`src/design/flpmi_pkg.sv`:
```
// ============================================================================
// flpmi_pkg
// Shared types and constants for the four-level page map installer.
// ============================================================================
package flpmi_pkg;

    // Table store geometry
    localparam int FRAME_COUNT     = 512;
    localparam int WORDS_PER_FRAME = 512;
    localparam int IDX_W           = 9;
    localparam int FRAME_W         = $clog2(FRAME_COUNT);
    localparam int MEM_AW          = FRAME_W + IDX_W;
    localparam int STORE_WORDS     = FRAME_COUNT * WORDS_PER_FRAME;

    // Field widths fixed by the interface
    localparam int VA_W       = 48;
    localparam int PA_W       = 52;
    localparam int RADDR_W    = 21;
    localparam int RWORD_W    = RADDR_W - 3;
    localparam int WORD_W     = 64;
    localparam int ROOT_W     = 9;
    localparam int ALLOC_W    = 10;
    localparam int ENTRY_FR_W = WORD_W - 12;
    localparam int CFG_IDX_W  = 2;
    localparam int CFG_DATA_W = 10;

    // Configuration register indexes
    localparam logic [CFG_IDX_W-1:0] CFG_ROOT_FRAME  = 2'd0;
    localparam logic [CFG_IDX_W-1:0] CFG_ALLOC_BASE  = 2'd1;
    localparam logic [CFG_IDX_W-1:0] CFG_ALLOC_LIMIT = 2'd2;

    // Reset values of the configuration registers
    localparam logic [ROOT_W-1:0]  ROOT_RESET        = 9'd0;
    localparam logic [ALLOC_W-1:0] ALLOC_BASE_RESET  = 10'd256;
    localparam logic [ALLOC_W-1:0] ALLOC_LIMIT_RESET = 10'd512;

    // Operation codes
    localparam logic OP_MAP  = 1'b0;
    localparam logic OP_READ = 1'b1;

    // Walk levels: three table levels, then the leaf
    localparam logic [1:0] LVL_4    = 2'd0;
    localparam logic [1:0] LVL_3    = 2'd1;
    localparam logic [1:0] LVL_2    = 2'd2;
    localparam logic [1:0] LVL_LEAF = 2'd3;

    // Entry flag bits: present | writable
    localparam logic [11:0] ENTRY_FLAGS = 12'h003;

    typedef enum logic [1:0] {
        STAT_OK      = 2'd0,
        STAT_NOFRAME = 2'd1,
        STAT_OUTSIDE = 2'd2
    } status_code_t;

    typedef enum logic [2:0] {
        ST_CLEAR,
        ST_IDLE,
        ST_WALK_RD,
        ST_WALK_CHK,
        ST_LEAF,
        ST_READ_RD,
        ST_READ_CHK,
        ST_DONE
    } ctrl_state_t;

    typedef struct packed {
        logic               operation;
        logic [VA_W-1:0]    virtual_addr;
        logic [PA_W-1:0]    physical_addr;
        logic [RADDR_W-1:0] read_addr;
    } req_t;

    typedef struct packed {
        logic [1:0]        status;
        logic [WORD_W-1:0] read_data;
        logic [1:0]        tables_added;
    } rsp_t;

    // Controller to datapath
    typedef struct packed {
        logic         clear_wr;
        logic         load_req;
        logic         walk_rd;
        logic         descend;
        logic         alloc;
        logic         leaf_wr;
        logic         word_rd;
        logic         capture_data;
        logic         set_status;
        status_code_t status_code;
        logic         rsp_load;
    } dp_cmd_t;

    // Datapath to controller
    typedef struct packed {
        logic clear_last;
        logic is_read;
        logic frame_bad;
        logic present;
        logic alloc_full;
        logic last_level;
        logic word_bad;
        logic rsp_busy;
    } dp_stat_t;

endpackage

```
`src/design/flpmi_ctrl.sv`:
```
// ============================================================================
// flpmi_ctrl
// Sequencer for the store clear, the table walk and the word read.
// ============================================================================
module flpmi_ctrl
    import flpmi_pkg::*;
(
    input  logic     clk,
    input  logic     rst_n,
    input  logic     req_valid,
    output logic     req_ready,
    input  dp_stat_t stat,
    output dp_cmd_t  cmd
);

    ctrl_state_t state_reg;
    ctrl_state_t state_next;

    // State register
    always_ff @(posedge clk or negedge rst_n)
    begin
        if (!rst_n)
        begin
            state_reg <= ST_CLEAR;
        end
        else
        begin
            state_reg <= state_next;
        end
    end

    // Next state
    always_comb
    begin
        state_next = state_reg;
        case (state_reg)
            ST_CLEAR:
            begin
                if (stat.clear_last)
                begin
                    state_next = ST_IDLE;
                end
            end
            ST_IDLE:
            begin
                if (req_valid)
                begin
                    state_next = stat.is_read ? ST_READ_RD : ST_WALK_RD;
                end
            end
            ST_WALK_RD:
            begin
                state_next = stat.frame_bad ? ST_DONE : ST_WALK_CHK;
            end
            ST_WALK_CHK:
            begin
                if (!stat.present && stat.alloc_full)
                begin
                    state_next = ST_DONE;
                end
                else
                begin
                    state_next = stat.last_level ? ST_LEAF : ST_WALK_RD;
                end
            end
            ST_LEAF:
            begin
                state_next = ST_DONE;
            end
            ST_READ_RD:
            begin
                state_next = stat.word_bad ? ST_DONE : ST_READ_CHK;
            end
            ST_READ_CHK:
            begin
                state_next = ST_DONE;
            end
            ST_DONE:
            begin
                if (!stat.rsp_busy)
                begin
                    state_next = ST_IDLE;
                end
            end
            default:
            begin
                state_next = ST_IDLE;
            end
        endcase
    end

    // Outputs
    always_comb
    begin
        cmd             = '0;
        cmd.status_code = STAT_OK;
        req_ready       = 1'b0;
        case (state_reg)
            ST_CLEAR:
            begin
                cmd.clear_wr = 1'b1;
            end
            ST_IDLE:
            begin
                req_ready    = 1'b1;
                cmd.load_req = req_valid;
            end
            ST_WALK_RD:
            begin
                if (stat.frame_bad)
                begin
                    cmd.set_status  = 1'b1;
                    cmd.status_code = STAT_OUTSIDE;
                end
                else
                begin
                    cmd.walk_rd = 1'b1;
                end
            end
            ST_WALK_CHK:
            begin
                if (stat.present)
                begin
                    cmd.descend = 1'b1;
                end
                else if (stat.alloc_full)
                begin
                    cmd.set_status  = 1'b1;
                    cmd.status_code = STAT_NOFRAME;
                end
                else
                begin
                    cmd.alloc = 1'b1;
                end
            end
            ST_LEAF:
            begin
                if (stat.frame_bad)
                begin
                    cmd.set_status  = 1'b1;
                    cmd.status_code = STAT_OUTSIDE;
                end
                else
                begin
                    cmd.leaf_wr = 1'b1;
                end
            end
            ST_READ_RD:
            begin
                if (stat.word_bad)
                begin
                    cmd.set_status  = 1'b1;
                    cmd.status_code = STAT_OUTSIDE;
                end
                else
                begin
                    cmd.word_rd = 1'b1;
                end
            end
            ST_READ_CHK:
            begin
                cmd.capture_data = 1'b1;
            end
            ST_DONE:
            begin
                cmd.rsp_load = !stat.rsp_busy;
            end
            default:
            begin
                cmd = '0;
            end
        endcase
    end

endmodule

```
`config.mk`:
```
export PLATFORM = sky130hd
export DESIGN_NAME = flpmi_ctrl
export DESIGN_NICKNAME = d
export VERILOG_FILES = /design/src/design/flpmi_pkg.sv /design/src/design/flpmi_ctrl.sv
export SDC_FILE = /design/constraint.sdc
export NUM_CORES = 1
export LEC_CHECK = 0
export ABC_CLOCK_PERIOD_IN_PS = 1200
export BUFFER_PORTS_ARGS = -buffer_cell sky130_fd_sc_hd__buf_2
export CAP_MARGIN = 20
export CORE_AREA = 3 3 40 42
export DETAILED_ROUTE_END_ITERATION = 8
export DIE_AREA = 0 0 43 45
export GPL_ROUTABILITY_DRIVEN = 0
export PLACE_DENSITY = 0.63
export REMOVE_ABC_BUFFERS = 1
export SYNTH_ARGS = -nofsm -noshare
export SYNTH_HDL_FRONTEND = slang
export SYNTH_SLANG_ARGS = --single-unit
```
`constraint.sdc`:
```
create_clock -name clk -period 1.2 [get_ports clk]
set_input_delay 0.18 -clock clk [delete_from_list [all_inputs] [get_ports clk]]
set_output_delay 0.18 -clock clk [all_outputs]
set_load 0.02 [all_outputs]
```
==> results.toml <==
[run_status]
status = "finished with violations"
violations = "setup timing"

[cells_and_area]
diodes = 0
drive_above_1_share = 0.713
multi_input_area_um2 = 337
largest_register_ffs = 3
fin_util = 0.576
fin_cells = 95
seqCellArea_um2 = 76.3
nets = 92
nFillCells = 122
area_growth_pct = 119

[cts]
clk_path_buf_depth = 2
htreeDepth = 1
root_buffer = "clkbuf_4"
clk_pin_slew_worst_paths_ns = 0.04
clkSinkCount = 3
cts_buffers = 3
clock_latency_ns = 0.23
cts_tree = "done"

[setup_path]
crit_required_ns = 1.02
critPathKind = "reg -> out"
rr_worst_depth = 4
critPathLaunchType = "flip-flop"
arrival_ns = 1.31
critPathMaxFanout = 11
r2r_slack_ns = -0.09
crit_path_end_kind = "output pin"
r2r-end = "state_reg[1]$_DFFE_PN0P_"
timing.rr.start = "state_reg[0]$_DFFE_PN0P_"

[floorplanning]
dieArea_um2 = 1940
ioPinCount = 24
core.rowCount = 13
core_area_um2 = 1280
fp.dieH_um = 45
initial_utilization = 0.263
die_w_um = 43

[job]
cap_violations = 0

[synthesis]
yosys_warnings = 0
yosysSeqAreaShare = 0.222
syn_inst = 45
synth.avg_cell_area_um2 = 7.51
yosys-top-cells-area = "dfrtp_1, nor2_1, nor3_1"
synth_top_area_cell = "dfrtp_1"
ys_types = 24
synth_top_area_share = 0.222
synth-seq-cells = 3
syn_area_um2 = 338

[sta]
slew_headroom = 0.847
fmax_ghz = 0.670
timing.final.ws_setup_ns = -0.292
final-max-slew-violation-count = 0
rsz0062_at_grt = "true"
period_minus_slack_ns = 1.49
tightest_slew_ns = 0.230
layout_worst_path_cycle_share = 1.24
skew_ns = 0.00312
finalSetupViolations = 15
hold_viol_final = 0

[route]
drc = 0
drtIter0Drc = 1
routedWlPerCell_um = 11.6
dr.pass1.iters = 2
vias = 459
detail-route-antenna-nets = 0
viasPerCell = 4.83
wl_um = 1110

[pwr]
pwr_density_cell_nw_per_um2 = 2350
leakagePower_nw = 0.353
max-vdd-ir-drop_uv = 1720

[placed_design]
place.port_buffers = 23
dp.cells = 87
dp_hpwl_um = 722

[global_routing]
antenna_found_initial = 0
grt-ovfl-total = 0
track_usage = 0.106
grt_max_degree = 12
grt_pass1_wl_um = 1630
grt_pass1_vias = 400

[min_path]
hold_end = "state_reg[1]$_DFFE_PN0P_"
hp-start = "req_valid"
whs_path_depth = 2
hp-class = "in -> reg"
[area by class of cell]
| cell class | count | share of cell area |
|---|---|---|
| repair buffers | 35 | 0.372 |
| clock buffers | 4 | 0.0355 |
| flip-flops and latches | 3 | 0.103 |
| inverters | 2 | 0.0101 |
| well taps | 15 | 0.0253 |
| multi-input cells | 36 | 0.454 |
[Yosys cell counts (all sizes together)]
| library cell | n |
|---|---|
| nor2 | 7 |
| nor3 | 5 |
| buf | 4 |
| dfrtp | 3 |
| nand2 | 3 |
| nand2b | 3 |
| and2 | 2 |
| inv | 2 |
| o32ai | 2 |
| a22oi | 1 |
| a31oi | 1 |
| a32o | 1 |
| and3 | 1 |
| and4b | 1 |
| mux2 | 1 |
| mux2i | 1 |
| nand4b | 1 |
| nor2b | 1 |
| nor3b | 1 |
| o21a | 1 |
| o21bai | 1 |
| o22a | 1 |
| or2b | 1 |
[worst max-delay path by stage]
stage / depth (start not counted) / to / startpoint / slack, ns
2_1_floorplan: 3 / cmd[3] / state_reg[2]$_DFFE_PN0P_ / -0.56
3_3_place_gp: 4 / cmd[3] / state_reg[2]$_DFFE_PN0P_ / -0.11
3_5_place_dp: 4 / cmd[3] / state_reg[2]$_DFFE_PN0P_ / -0.11
4_1_cts: 4 / cmd[3] / state_reg[2]$_DFFE_PN0P_ / -0.28
5_1_grt: 4 / cmd[3] / state_reg[0]$_DFFE_PN0P_ / -0.34
6_report: 3 / cmd[0] / state_reg[0]$_DFFE_PN0P_ / -0.29
[metrics by stage]
step,setup WS [ns],hold slack (ns),TNS [ns],power (mW),cell area [um2]
floorplan,-0.559,-0.116,-1.53,0.692,313
global placement,-0.108,-0.0222,-0.241,1.03,507
detailed placement,-0.112,-0.0209,-0.264,1.04,507
CTS,-0.284,0.253,-2.81,1.40,609
global route,-0.343,0.273,-3.77,1.86,741
finish,-0.292,0.259,-2.74,1.74,741
[cells in the final DEF, fill, tap and decap left out]
| master | instances |
|---|---|
| a31oi_1 | 1 |
| nand2_2 | 1 |
| or2b_1 | 1 |
| inv_1 | 2 |
| buf_4 | 8 |
| o21a_1 | 1 |
| clkbuf_4 | 3 |
| nand2_1 | 1 |
| buf_6 | 12 |
| nor3b_1 | 1 |
| and2_4 | 2 |
| nor2_4 | 3 |
| o22a_1 | 1 |
| nor2_1 | 4 |
| nand2b_4 | 2 |
| nand2_4 | 1 |
| and3_4 | 1 |
| mux2_2 | 1 |
| a22oi_1 | 1 |
| and4b_4 | 1 |
| mux2i_1 | 1 |
| nor2b_4 | 1 |
| dfrtp_1 | 2 |
| dfrtp_2 | 1 |
| nor3_1 | 1 |
| nand2b_1 | 1 |
| nor3_2 | 3 |
| nor3_4 | 1 |
| buf_2 | 14 |
| clkbuf_1 | 1 |
| o21bai_1 | 1 |
| o32ai_2 | 2 |
| dlygate4sd3_1 | 1 |
| a32o_1 | 1 |
| nand4b_1 | 1 |
[metal layers]
layer / routed length, um / track usage / up-vias
li1: - / - / 229
met1: 454 / 0.148 / 212
met2: 555 / 0.171 / 18
met3: 96 / 0.0359 / 0
met4: 0 / 0 / 0
met5: 0 / 0 / -
[cell families (layout without fill, tap and decap cells)]
| logic type | count (synthesis) | after routing | share of synthesized area |
|---|---|---|---|
| and+or+nand+nor | 26 | 26 | 0.426 |
| AOI/OAI and AO/OA | 8 | 8 | 0.193 |
| buffers and inverters | 6 | 41 | 0.0963 |
| DFF | 3 | 3 | 0.222 |
| muxes | 2 | 2 | 0.0630 |
[power by group]
group,switching [mW],internal [mW]
Sequential,0.0634,0.151
Clock,0.0508,0.125
Combinational,0.633,0.716
[worst max-delay path, cell delays in order, from the launching register on]
cell and delay (ns):
dfrtp_1 0.41, buf_4 0.23, and4b_4 0.27, buf_2 0.17
[repair_timing]
| action | in CTS | in global routing |
|---|---|---|
| endpoints found under the hold margin | 3 | 0 |
| gates resized for setup | 14 | 31 |
| pin swaps | 3 | 5 |
| setup endpoints to repair | 15 | 16 |
| hold buffers | 1 | 0 |
| buffers inserted | 2 | 1 |
(Power assumes the default switching activity.)
